**src/hdl/tlvd_pkg.sv**
```systemverilog
// Shared types and constants for the TLV frame deframer.
// No dependencies; imported by the deframer core.
`default_nettype none

package tlvd_pkg;

    localparam logic [7:0] HEADER_BYTE = 8'hAA;
    localparam logic [7:0] MIN_LENGTH  = 8'd4;

    localparam int PHASE_W = 3;
    localparam logic [PHASE_W-1:0] PH_HUNT  = 3'd0;
    localparam logic [PHASE_W-1:0] PH_LEN   = 3'd1;
    localparam logic [PHASE_W-1:0] PH_FTYPE = 3'd2;
    localparam logic [PHASE_W-1:0] PH_DEV   = 3'd3;
    localparam logic [PHASE_W-1:0] PH_TYPE  = 3'd4;
    localparam logic [PHASE_W-1:0] PH_TLEN  = 3'd5;
    localparam logic [PHASE_W-1:0] PH_VALUE = 3'd6;

    localparam logic [3:0] KIND_DISCARD  = 4'd0;
    localparam logic [3:0] KIND_HEADER   = 4'd1;
    localparam logic [3:0] KIND_LENGTH   = 4'd2;
    localparam logic [3:0] KIND_FTYPE    = 4'd3;
    localparam logic [3:0] KIND_DEVICE   = 4'd4;
    localparam logic [3:0] KIND_TLV_TYPE = 4'd5;
    localparam logic [3:0] KIND_TLV_LEN  = 4'd6;
    localparam logic [3:0] KIND_TLV_VAL  = 4'd7;
    localparam logic [3:0] KIND_CHECKSUM = 4'd8;

    localparam logic [2:0] ST_BUSY       = 3'd0;
    localparam logic [2:0] ST_OK         = 3'd1;
    localparam logic [2:0] ST_HEADER_ERR = 3'd2;
    localparam logic [2:0] ST_LENGTH_ERR = 3'd3;
    localparam logic [2:0] ST_CSUM_ERR   = 3'd4;
    localparam logic [2:0] ST_MALFORMED  = 3'd5;

    typedef struct packed {
        logic [3:0] byte_kind;
        logic [7:0] byte_value;
        logic [7:0] tlv_number;
        logic [7:0] value_offset;
        logic [2:0] status;
        logic       frame_end;
    } t_result;

endpackage

`default_nettype wire

```
**src/hdl/tlv_frame_deframer_core.sv**
```systemverilog
// Byte-serial TLV frame deframer: labels each received byte and gives the frame verdict.
// Depends on tlvd_pkg for phase, kind and status codes and the result word type.
// Takes one byte per clock while o_in_stall is low. Each result is registered into the
// result register as its byte is accepted, or into a one-word skid buffer behind it if
// the output is stalled; the buffer lets the input take one more byte after the output
// stalls. o_in_stall is that buffer's occupancy. The per-byte phase update and running
// checksum are combinational, which sets the rate at one byte per clock.
`default_nettype none

module tlv_frame_deframer_core
    import tlvd_pkg::*;
(
    input  wire logic       i_clk,
    input  wire logic       i_rst_n,
    input  wire logic       i_cfg_valid,
    output logic            o_cfg_ready,
    input  wire logic [7:0] i_cfg_data,
    input  wire logic       i_in_valid,
    output logic            o_in_stall,
    input  wire logic [7:0] i_rx_byte,
    output logic            o_out_valid,
    input  wire logic       i_out_stall,
    output logic [3:0]      o_byte_kind,
    output logic [7:0]      o_byte_value,
    output logic [7:0]      o_tlv_number,
    output logic [7:0]      o_value_offset,
    output logic [2:0]      o_status,
    output logic            o_frame_end
);

    logic [7:0]         r_query_code;
    logic [PHASE_W-1:0] r_phase, n_phase;
    logic [7:0]         r_frame_length, n_frame_length;
    logic [7:0]         r_byte_position, n_byte_position;
    logic [7:0]         r_running_sum, n_running_sum;
    logic [7:0]         r_value_left, n_value_left;
    logic [7:0]         r_tlv_counter, n_tlv_counter;
    logic               r_is_query, n_is_query;
    logic               r_overrun_seen, n_overrun_seen;
    logic [7:0]         r_value_index, n_value_index;

    t_result r_out, r_skid, n_result;
    logic    r_out_valid, r_skid_valid;
    logic    in_accept, out_fire;

    assign o_cfg_ready = 1'b1;
    assign o_in_stall  = r_skid_valid;
    assign in_accept   = i_in_valid & ~r_skid_valid;
    assign out_fire    = r_out_valid & ~i_out_stall;

    always_comb begin
        logic [7:0] sum_b;
        logic [7:0] room;
        logic [7:0] left_dec;
        sum_b    = r_running_sum + i_rx_byte;
        room     = r_frame_length - 8'd1 - r_byte_position;
        left_dec = r_value_left - 8'd1;

        n_phase         = r_phase;
        n_frame_length  = r_frame_length;
        n_byte_position = r_byte_position;
        n_running_sum   = r_running_sum;
        n_value_left    = r_value_left;
        n_tlv_counter   = r_tlv_counter;
        n_is_query      = r_is_query;
        n_overrun_seen  = r_overrun_seen;
        n_value_index   = r_value_index;

        n_result.byte_kind    = KIND_DISCARD;
        n_result.byte_value   = i_rx_byte;
        n_result.tlv_number   = 8'd0;
        n_result.value_offset = 8'd0;
        n_result.status       = ST_BUSY;
        n_result.frame_end    = 1'b0;

        case (r_phase)
            PH_HUNT: begin
                if (i_rx_byte == HEADER_BYTE) begin
                    n_result.byte_kind = KIND_HEADER;
                    n_running_sum      = i_rx_byte;
                    n_byte_position    = 8'd1;
                    n_value_left       = 8'd0;
                    n_value_index      = 8'd0;
                    n_tlv_counter      = 8'd0;
                    n_overrun_seen     = 1'b0;
                    n_is_query         = 1'b0;
                    n_phase            = PH_LEN;
                end else begin
                    n_result.status = ST_HEADER_ERR;
                end
            end
            PH_LEN: begin
                n_result.byte_kind = KIND_LENGTH;
                if (i_rx_byte < MIN_LENGTH) begin
                    n_result.status    = ST_LENGTH_ERR;
                    n_result.frame_end = 1'b1;
                    n_phase            = PH_HUNT;
                end else begin
                    n_frame_length  = i_rx_byte;
                    n_running_sum   = sum_b;
                    n_byte_position = 8'd2;
                    n_phase         = PH_FTYPE;
                end
            end
            PH_FTYPE: begin
                n_result.byte_kind = KIND_FTYPE;
                n_is_query         = (i_rx_byte == r_query_code);
                n_running_sum      = sum_b;
                n_byte_position    = 8'd3;
                n_phase            = PH_DEV;
            end
            PH_DEV: begin
                n_result.byte_kind = KIND_DEVICE;
                n_running_sum      = sum_b;
                n_byte_position    = 8'd4;
                n_phase            = PH_TYPE;
            end
            default: begin
                if (r_byte_position >= r_frame_length) begin
                    n_result.byte_kind  = KIND_CHECKSUM;
                    n_result.tlv_number = r_tlv_counter;
                    n_result.frame_end  = 1'b1;
                    if (i_rx_byte != r_running_sum) begin
                        n_result.status = ST_CSUM_ERR;
                    end else if (r_overrun_seen) begin
                        n_result.status = ST_MALFORMED;
                    end else begin
                        n_result.status = ST_OK;
                    end
                    n_phase = PH_HUNT;
                end else begin
                    if (r_phase == PH_TYPE) begin
                        n_result.byte_kind  = KIND_TLV_TYPE;
                        n_result.tlv_number = r_tlv_counter;
                        n_tlv_counter       = r_tlv_counter + 8'd1;
                        if (!r_is_query) begin
                            if (r_byte_position + 8'd1 == r_frame_length) begin
                                n_overrun_seen = 1'b1;
                            end
                            n_phase = PH_TLEN;
                        end
                    end else if (r_phase == PH_TLEN) begin
                        n_result.byte_kind  = KIND_TLV_LEN;
                        n_result.tlv_number = r_tlv_counter - 8'd1;
                        if (i_rx_byte > room) begin
                            n_overrun_seen = 1'b1;
                        end
                        n_value_left  = i_rx_byte;
                        n_value_index = 8'd0;
                        n_phase       = (i_rx_byte != 8'd0) ? PH_VALUE : PH_TYPE;
                    end else begin
                        n_result.byte_kind    = KIND_TLV_VAL;
                        n_result.tlv_number   = r_tlv_counter - 8'd1;
                        n_result.value_offset = r_value_index;
                        n_value_index         = r_value_index + 8'd1;
                        n_value_left          = left_dec;
                        if (left_dec == 8'd0) begin
                            n_phase = PH_TYPE;
                        end
                    end
                    n_running_sum   = sum_b;
                    n_byte_position = r_byte_position + 8'd1;
                end
            end
        endcase
    end

    always_ff @(posedge i_clk) begin
        if (!i_rst_n) begin
            r_query_code    <= 8'd0;
            r_phase         <= PH_HUNT;
            r_frame_length  <= 8'd0;
            r_byte_position <= 8'd0;
            r_running_sum   <= 8'd0;
            r_value_left    <= 8'd0;
            r_tlv_counter   <= 8'd0;
            r_is_query      <= 1'b0;
            r_overrun_seen  <= 1'b0;
            r_value_index   <= 8'd0;
        end else begin
            if (i_cfg_valid) begin
                r_query_code <= i_cfg_data;
            end
            if (in_accept) begin
                r_phase         <= n_phase;
                r_frame_length  <= n_frame_length;
                r_byte_position <= n_byte_position;
                r_running_sum   <= n_running_sum;
                r_value_left    <= n_value_left;
                r_tlv_counter   <= n_tlv_counter;
                r_is_query      <= n_is_query;
                r_overrun_seen  <= n_overrun_seen;
                r_value_index   <= n_value_index;
            end
        end
    end

    always_ff @(posedge i_clk) begin
        if (!i_rst_n) begin
            r_out_valid  <= 1'b0;
            r_skid_valid <= 1'b0;
        end else if (!r_out_valid || out_fire) begin
            if (r_skid_valid) begin
                r_out_valid  <= 1'b1;
                r_skid_valid <= 1'b0;
            end else begin
                r_out_valid <= in_accept;
            end
        end else if (in_accept) begin
            r_skid_valid <= 1'b1;
        end
    end

    always_ff @(posedge i_clk) begin
        if (!r_out_valid || out_fire) begin
            if (r_skid_valid) begin
                r_out <= r_skid;
            end else if (in_accept) begin
                r_out <= n_result;
            end
        end else if (in_accept) begin
            r_skid <= n_result;
        end
    end

    assign o_out_valid    = r_out_valid;
    assign o_byte_kind    = r_out.byte_kind;
    assign o_byte_value   = r_out.byte_value;
    assign o_tlv_number   = r_out.tlv_number;
    assign o_value_offset = r_out.value_offset;
    assign o_status       = r_out.status;
    assign o_frame_end    = r_out.frame_end;

endmodule

`default_nettype wire
```
**config.mk**
```make
export PLATFORM = sky130hd
export DESIGN_NAME = tlv_frame_deframer_core
export DESIGN_NICKNAME = d
export VERILOG_FILES = /design/src/hdl/tlvd_pkg.sv /design/src/hdl/tlv_frame_deframer_core.sv
export SDC_FILE = /design/constraint.sdc
export NUM_CORES = 1
export LEC_CHECK = 0
export ABC_AREA = 1
export ABC_CLOCK_PERIOD_IN_PS = 3100
export BUFFER_PORTS_ARGS = -buffer_cell sky130_fd_sc_hd__buf_2
export CORE_MARGIN = 2
export CORE_UTILIZATION = 30
export CTS_CLUSTER_DIAMETER = 100
export DETAILED_ROUTE_END_ITERATION = 12
export GPL_TIMING_DRIVEN = 0
export PLACE_DENSITY_LB_ADDON = 0.1
export SLEW_MARGIN = 25
export SYNTH_ARGS = -nofsm -noshare
export SYNTH_HDL_FRONTEND = slang
export SYNTH_SLANG_ARGS = --single-unit
export TNS_END_PERCENT = 1
```
**constraint.sdc**
```tcl
create_clock -name i_clk -period 3.1 [get_ports i_clk]
set_input_delay 0.62 -clock i_clk [delete_from_list [all_inputs] [get_ports i_clk]]
set_output_delay 0.62 -clock i_clk [all_outputs]
set_load 0.02 [all_outputs]
```
Word-level counts from Yosys, hierarchy flattened
Index checks and enable logic that the tools add are counted.
Storage, ports and cells
  output and inout port bits: 35
  logic and storage cells: 146
  input bits: 21
  flip-flop bits (word level): 127
Operators by class
  equal/unequal tests: 18
  $add $sub $neg: 8
  order comparisons: 3
  bitwise operators: 8
  reduce and logical (&&, ||, !) cells: 26
  multiplexer cells: 59
Operators by type and width (number)
  2-to-1 mux 8 bit: 20
  2-to-1 mux 32 bit: 2
  case mux 8 bit (2 select lines): 3
  case mux 8 bit (4 select lines): 1
  2-to-1 mux 3 bit: 9
  adder 8 x 1 -> 8 bit, second input constant: 3
  case mux 8 bit (3 select lines): 1
  subtractor 8 x 1 -> 8 bit, second input constant: 3
  == test 8 bit: 2
  2-to-1 mux 16 bit: 1
  case mux 4 bit (4 select lines): 1
  nonzero test 8 bit: 2
  case mux 3 bit (4 select lines): 1
  AND reduction 4 bit: 3
  2-to-1 mux 1 bit: 10
  AND reduction 5 bit: 2
  case mux 3 bit (3 select lines): 1
  adder 8 bit: 1
  == test 8 bit, second input constant: 1
  greater-or-equal comparator 8 bit: 1
  > comparator 8 bit: 1
  logical NOT 8 bit: 1
  < comparator 8 x 3 -> 1 bit, second input constant: 1
  2-to-1 mux 2 bit: 4
  other kinds (27): 47

Longest topological paths before layout
  depth in word-level cells: 8
  mapped depth: 18
  depth with buffers taken out: 18

Worst setup path after synthesis
OpenSTA, ideal clock, no wires.
  path kind: flip-flop to flip-flop
  start point: register r_skid_valid (netlist: o_in_stall)
  end point: register r_out, in the netlist o_byte_kind[0], enable pin
  required time: 2668 ps
  data arrival time: 2381 ps
  setup time: 432 ps
  slack: 287 ps
  stages on the path, launching flop included: 4
  buffers on the path: 1
  clock period less this slack: 2813 ps
  cells stage by stage: dfxtp_1 clkbuf_1 nor2_1 a21oi_1
Between the ends
  word-level cells in the longest chain between the ends: 4
RTL lines
  start, declared: RTL line tlv_frame_deframer_core.sv:43  | logic r_out_valid, r_skid_valid;
  start signal, assigned: RTL line tlv_frame_deframer_core.sv:201  | r_skid_valid <= 1'b0;
  start signal, assigned: RTL line tlv_frame_deframer_core.sv:205  | r_skid_valid <= 1'b0;
  start signal, assigned: RTL line tlv_frame_deframer_core.sv:210  | r_skid_valid <= 1'b1;
  inverter 1 bit: RTL line tlv_frame_deframer_core.sv:48  | assign in_accept = i_in_valid & ~r_skid_valid;
  AND 1 bit: RTL line tlv_frame_deframer_core.sv:48
  nonzero test 2 bit (no line) *
  AND reduction 2 bit (no line) *
  end signal, assigned: RTL line tlv_frame_deframer_core.sv:217  | r_out <= r_skid;
  end signal, assigned: RTL line tlv_frame_deframer_core.sv:219  | r_out <= n_result;
  end, declared: RTL line tlv_frame_deframer_core.sv:42  | t_result r_out, r_skid, n_result;
Every way passes the cells marked *; elsewhere a longest branch is shown, timed or not.
A chain may end at the register's enable or synchronous reset.

Worst setup path in the final report
  start point: register r_byte_position[0]
  end point: register r_overrun_seen
Between the ends
  word-level cells in the longest chain between the ends: 4
  elaborated cells on any way between the ends: 9
  classes of those cells: add/sub (2); order compare (2); eq/ne (3); reduce/logical (2)
RTL lines
  start, declared: RTL line tlv_frame_deframer_core.sv:34  | logic [7:0] r_byte_position, n_byte_position;
  start signal, assigned: RTL line tlv_frame_deframer_core.sv:187  | r_byte_position <= n_byte_position;
  subtractor 8 bit or adder 8 x 1 -> 8 bit (tied branches): RTL line tlv_frame_deframer_core.sv:56, tlv_frame_deframer_core.sv:137
  > comparator 8 bit or == test 8 bit (tied branches): RTL line tlv_frame_deframer_core.sv:145, tlv_frame_deframer_core.sv:137
  nonzero test 3 bit (no line) or inequality test 3 x 1 -> 1 bit (tied branches)
  AND reduction 8 bit (no line) *
  end signal, assigned: RTL line tlv_frame_deframer_core.sv:192  | r_overrun_seen <= n_overrun_seen;
  end, declared: RTL line tlv_frame_deframer_core.sv:39  | logic r_overrun_seen, n_overrun_seen;
Marked as above.

==> implementation parameters <==
Parameter                              Value

Power
  Internal Pwr Total ... 4.96 mW
  Share of total power in sequential cells ... 0.265
  IR drop worst, VDD ... 0.000358 V
  Power density cells ... approximately 1000 mW/mm2
  Combinational fraction of design power ... 0.497
  Net Switching ... 4.00 mW
  Proportion of total power due to net switching ... 0.446
  Clock network power share ... 0.238
  Leakage power summed over all cells ... 3.59 nW

Timing
  Worst slew margin relative to its limit ... 0.443
  Count of endpoints failing hold in the final timing report ... 0
  Setup violators final ... 0
  Slew Viols, Final ... 0
  Worst Tran Pin Value ... ~0.84 ns
  Tmin final ... 2.84 ns
  Final period util ... 0.917
  Achievable frequency ... 0.352 GHz
  Unrepaired setup endpoints after global routing ... no
  Worst Hold Slack ... 0.426 ns
  PnR worst setup slack ... about 0.26 ns
  Worst clock skew ... 0.0132 ns

Place
  Gp weighted congestion ... 0.848
  Area after DPL ... 0.00798 mm2
  Pre-CTS worst setup slack ... 0.0779 ns
  Input/output buffers ... 53
  Dpl hpwl ... 15800 um

Synthesis
  Predominant post-synthesis flop cell ... edfxtp_1
  Synthesized area ... 0.00724 mm2
  Seq/Total Area, Yosys ... 0.440
  Post-Synthesis Net Count ... 985
  Distinct cells, synth ... 44
  Mean area per synthesized cell ... 7.82 um2
  Gate count of the mapped netlist ... 926
  Share of synthesized registers carrying an async set or reset ... 0
  Count of state elements after synthesis ... 127
  Number of flops mapped to enable cells by yosys ... 64
  Yosys warnings ... 0

Drt
  Post-DR vias/cell ... 4.69
  Routed Wire Length ... about 22000 um
  Remaining antenna violation count ... 0
  Routed vias ... 6245
  First-iteration detailed-routing DRC count ... ~370
  Detail-routed net length per standard cell ... 16.1 um
  Length of the first detailed-routing pass in iterations ... 8
  Remaining design rule violation count ... 0

Clocking
  Root buffer selected by CTS ... clkbuf_16
  Clock network latency to the later pin of the worst-skew pair ... 0.42 ns
  Number of buffers inserted for hold repair after clock tree synthesis ... 0
  Post-cts repair resize count ... 0
  Number of buffers inserted during clock tree synthesis ... 17
  TritonCTS sink count ... 127
  Max Buffers Root-to-Sink ... 2
  Clock transition at the registers of the reported paths ... 0.06 ns
  Number of setup buffers added after CTS ... 0
  CTS tree ... built
  Level count of the clock H-tree ... 4

Status
  Status ... complete, no violations

Floorplanning
  # IOs ... 56
  Site row count ... 56
  Floorplan die height ... 159 um
  Die boundary width ... 159 um
  Core Box Area ... around 0.024 mm2
  Starting density of the core ... 0.307
  Die footprint ... 0.0254 mm2

Global routing
  Maximum number of pins on one net before global-route repair ... 21
  Grt ovf ... 0
  GR Layer Usage met2 ... 0.281
  Antenna violations before repair ... 0
  First-pass GRT wire length ... about 35000 um
  Vias in the first global route ... 6088
  Met1 global-route usage ... 0.248
  Total routing usage reported by global routing ... 0.177
  Most Used Layer, Global Route ... met2
  Fraction of met3 tracks used by global routing ... 0.0307

Finish
  Cell area after layout ... between 0.008 and 0.009 mm2
  Ratio of cells with drive above 1 in the final layout ... 0.132
  Number of diodes ... 0
  Area grow syn2layout ... 18.8%
  Post-layout nets ... 1059
  Fraction of the core area covered by cells at the end of the flow ... 0.364
  Filler cells ... 2528

Job
  Maxcap violations ... 0

Setup path
  Worst setup path category ... flip-flop to flip-flop
  Endpoint arrival time on the critical path ... 3.12 ns
  CP required ... 3.37 ns
  Worst-path maximum fanout ... 5
  Critical path startpoint category ... flip-flop
  Type of element capturing the critical path ... flip-flop

Min path
  Worst min-delay path class ... input pin to flip-flop
==> layer usage <==
layer	part of all wire	wire [um]
met1	0.50	10800
met2	0.46	9940
met3	0.032	680
met4	0.0051	110
met5	0	0
==> power groups by stage <==
stage	combinational, mW	sequential (mW)	clock, mW
finish	4.45	2.37	2.13
global route	5.10	2.41	2.26
CTS	4.47	2.37	2.18
detailed placement	4.44	2.40	0
global placement	4.44	2.41	0
floorplan	3.20	2.43	0
==> cells in the mapped netlist (2+ instances only) <==
cell type | n | share of area
o22ai_1 | 5 | 0.0043
and2_1 | 2 | 0.0017
edfxtp_1 | 64 | 0.27
clkbuf_1 | 19 | 0.0099
nor2_1 | 81 | 0.042
nor3_1 | 17 | 0.012
nand2_2 | 6 | 0.0052
xnor2_1 | 4 | 0.0048
nor2_4 | 2 | 0.0031
inv_2 | 9 | 0.0047
clkinv_1 | 3 | 0.0016
a21oi_1 | 87 | 0.060
nand2_1 | 213 | 0.11
o21ai_1 | 4 | 0.0028
buf_4 | 6 | 0.0062
nor4_1 | 5 | 0.0043
o21ai_0 | 76 | 0.053
a221oi_1 | 3 | 0.0036
o31ai_1 | 2 | 0.0021
buf_2 | 8 | 0.0055
a31oi_1 | 2 | 0.0017
buf_1 | 3 | 0.0016
dfxtp_1 | 63 | 0.17
nand4_1 | 12 | 0.010
fa_1 | 2 | 0.0055
ha_1 | 36 | 0.062
o211ai_1 | 2 | 0.0021
nor2_2 | 2 | 0.0017
inv_1 | 89 | 0.046
xor2_1 | 26 | 0.031
or2_2 | 4 | 0.0035
nand3_1 | 55 | 0.038
a21o_1 | 3 | 0.0031
==> final cells by class <==
| class | instances | area [um2] | area share |
|---|---|---|---|
| plain buffers | 37 | 179 | 0.0208 |
| multi-input cells | 661 | 3520 | 0.409 |
| flip-flops and latches | 127 | 3180 | 0.370 |
| clock inverters | 13 | 186 | 0.0217 |
| repair buffers | 55 | 320 | 0.0372 |
| inverters | 101 | 379 | 0.0441 |
| well taps | 319 | 399 | 0.0464 |
| clock buffers | 19 | 433 | 0.0503 |
==> path summary, 6_finish.rpt <==
check	startpoint	to	slack, ns	cells after the start
setup / recovery	r_byte_position[0]	r_overrun_seen	0.26	18
hold / removal	i_cfg_data[6]	r_query_code[6]	0.43	3
setup reg to reg	r_byte_position[0]	r_overrun_seen	0.26	18
hold reg to reg	r_value_index[4]	r_value_index[4]	0.46	2
==> worst max-delay path, stage by stage, from the launching register on <==
cell and delay, ns:
dfxtp_1 0.35, inv_2 0.12, ha_1 0.18, inv_1 0.05, fa_1 0.41, o21ai_2 0.19
nand2_1 0.07, nand2_1 0.07, a21oi_1 0.07, xor2_1 0.16, ha_1 0.28, nand2_1 0.11
nor2_1 0.06, nor3_1 0.14, nand2_1 0.10, a21oi_1 0.18, nor2_1 0.06, nand2_1 0.06
a21oi_1 0.05
==> through the flow <==
stage / TNS (ns) / instances / power, mW
2_1_floorplan: 0 / 926 / 5.63
6_report: 0 / 1332 / 8.96
3_5_place_dp: 0 / 1300 / 6.85
4_1_cts: 0 / 1332 / 9.02
3_3_place_gp: -68.69 / 1298 / 6.85
5_1_grt: 0 / 1332 / 9.77
==> cells by family (layout without fill, tap and decap cells) <==
logic type	count (synthesis)	after routing	synth area share
simple gates	405	405	0.242
fa+ha+maj	38	38	0.0677
flops	127	127	0.440
other cells	1	1	0.000518
buf+inv	138	225	0.0771
compound gates	187	187	0.137
xor+xnor	30	30	0.0363
==> cells in the final DEF, fill, tap and decap left out, types with 10 or more instances in the layout <==
cell	netlist	layout
a21oi_1	87	86
buf_2	8	61
clkbuf_1	19	21
clkbuf_16	0	17
dfxtp_1	63	63
edfxtp_1	64	64
ha_1	36	36
inv_1	89	88
inv_2	9	10
nand2_1	213	213
nand3_1	55	55
nand4_1	12	12
nor2_1	81	80
nor3_1	17	17
o21ai_0	76	75
xor2_1	26	26
==> flip-flops by register name, summed over array words and instances, names as in the netlist <==
signal and cells:
r_byte_position 8, r_value_left 8, o_out_valid 1, r_overrun_seen 1, r_is_query 1, o_in_stall 1
o_frame_end 1, r_tlv_counter 8, r_running_sum 8, o_tlv_number 8, r_phase 3, r_value_index 8
r_query_code 8, o_byte_kind 4, r_skid 32, o_value_offset 8, r_frame_length 8, o_byte_value 8
o_status 3
No activity file was read; power rests on OpenSTA's default activity.
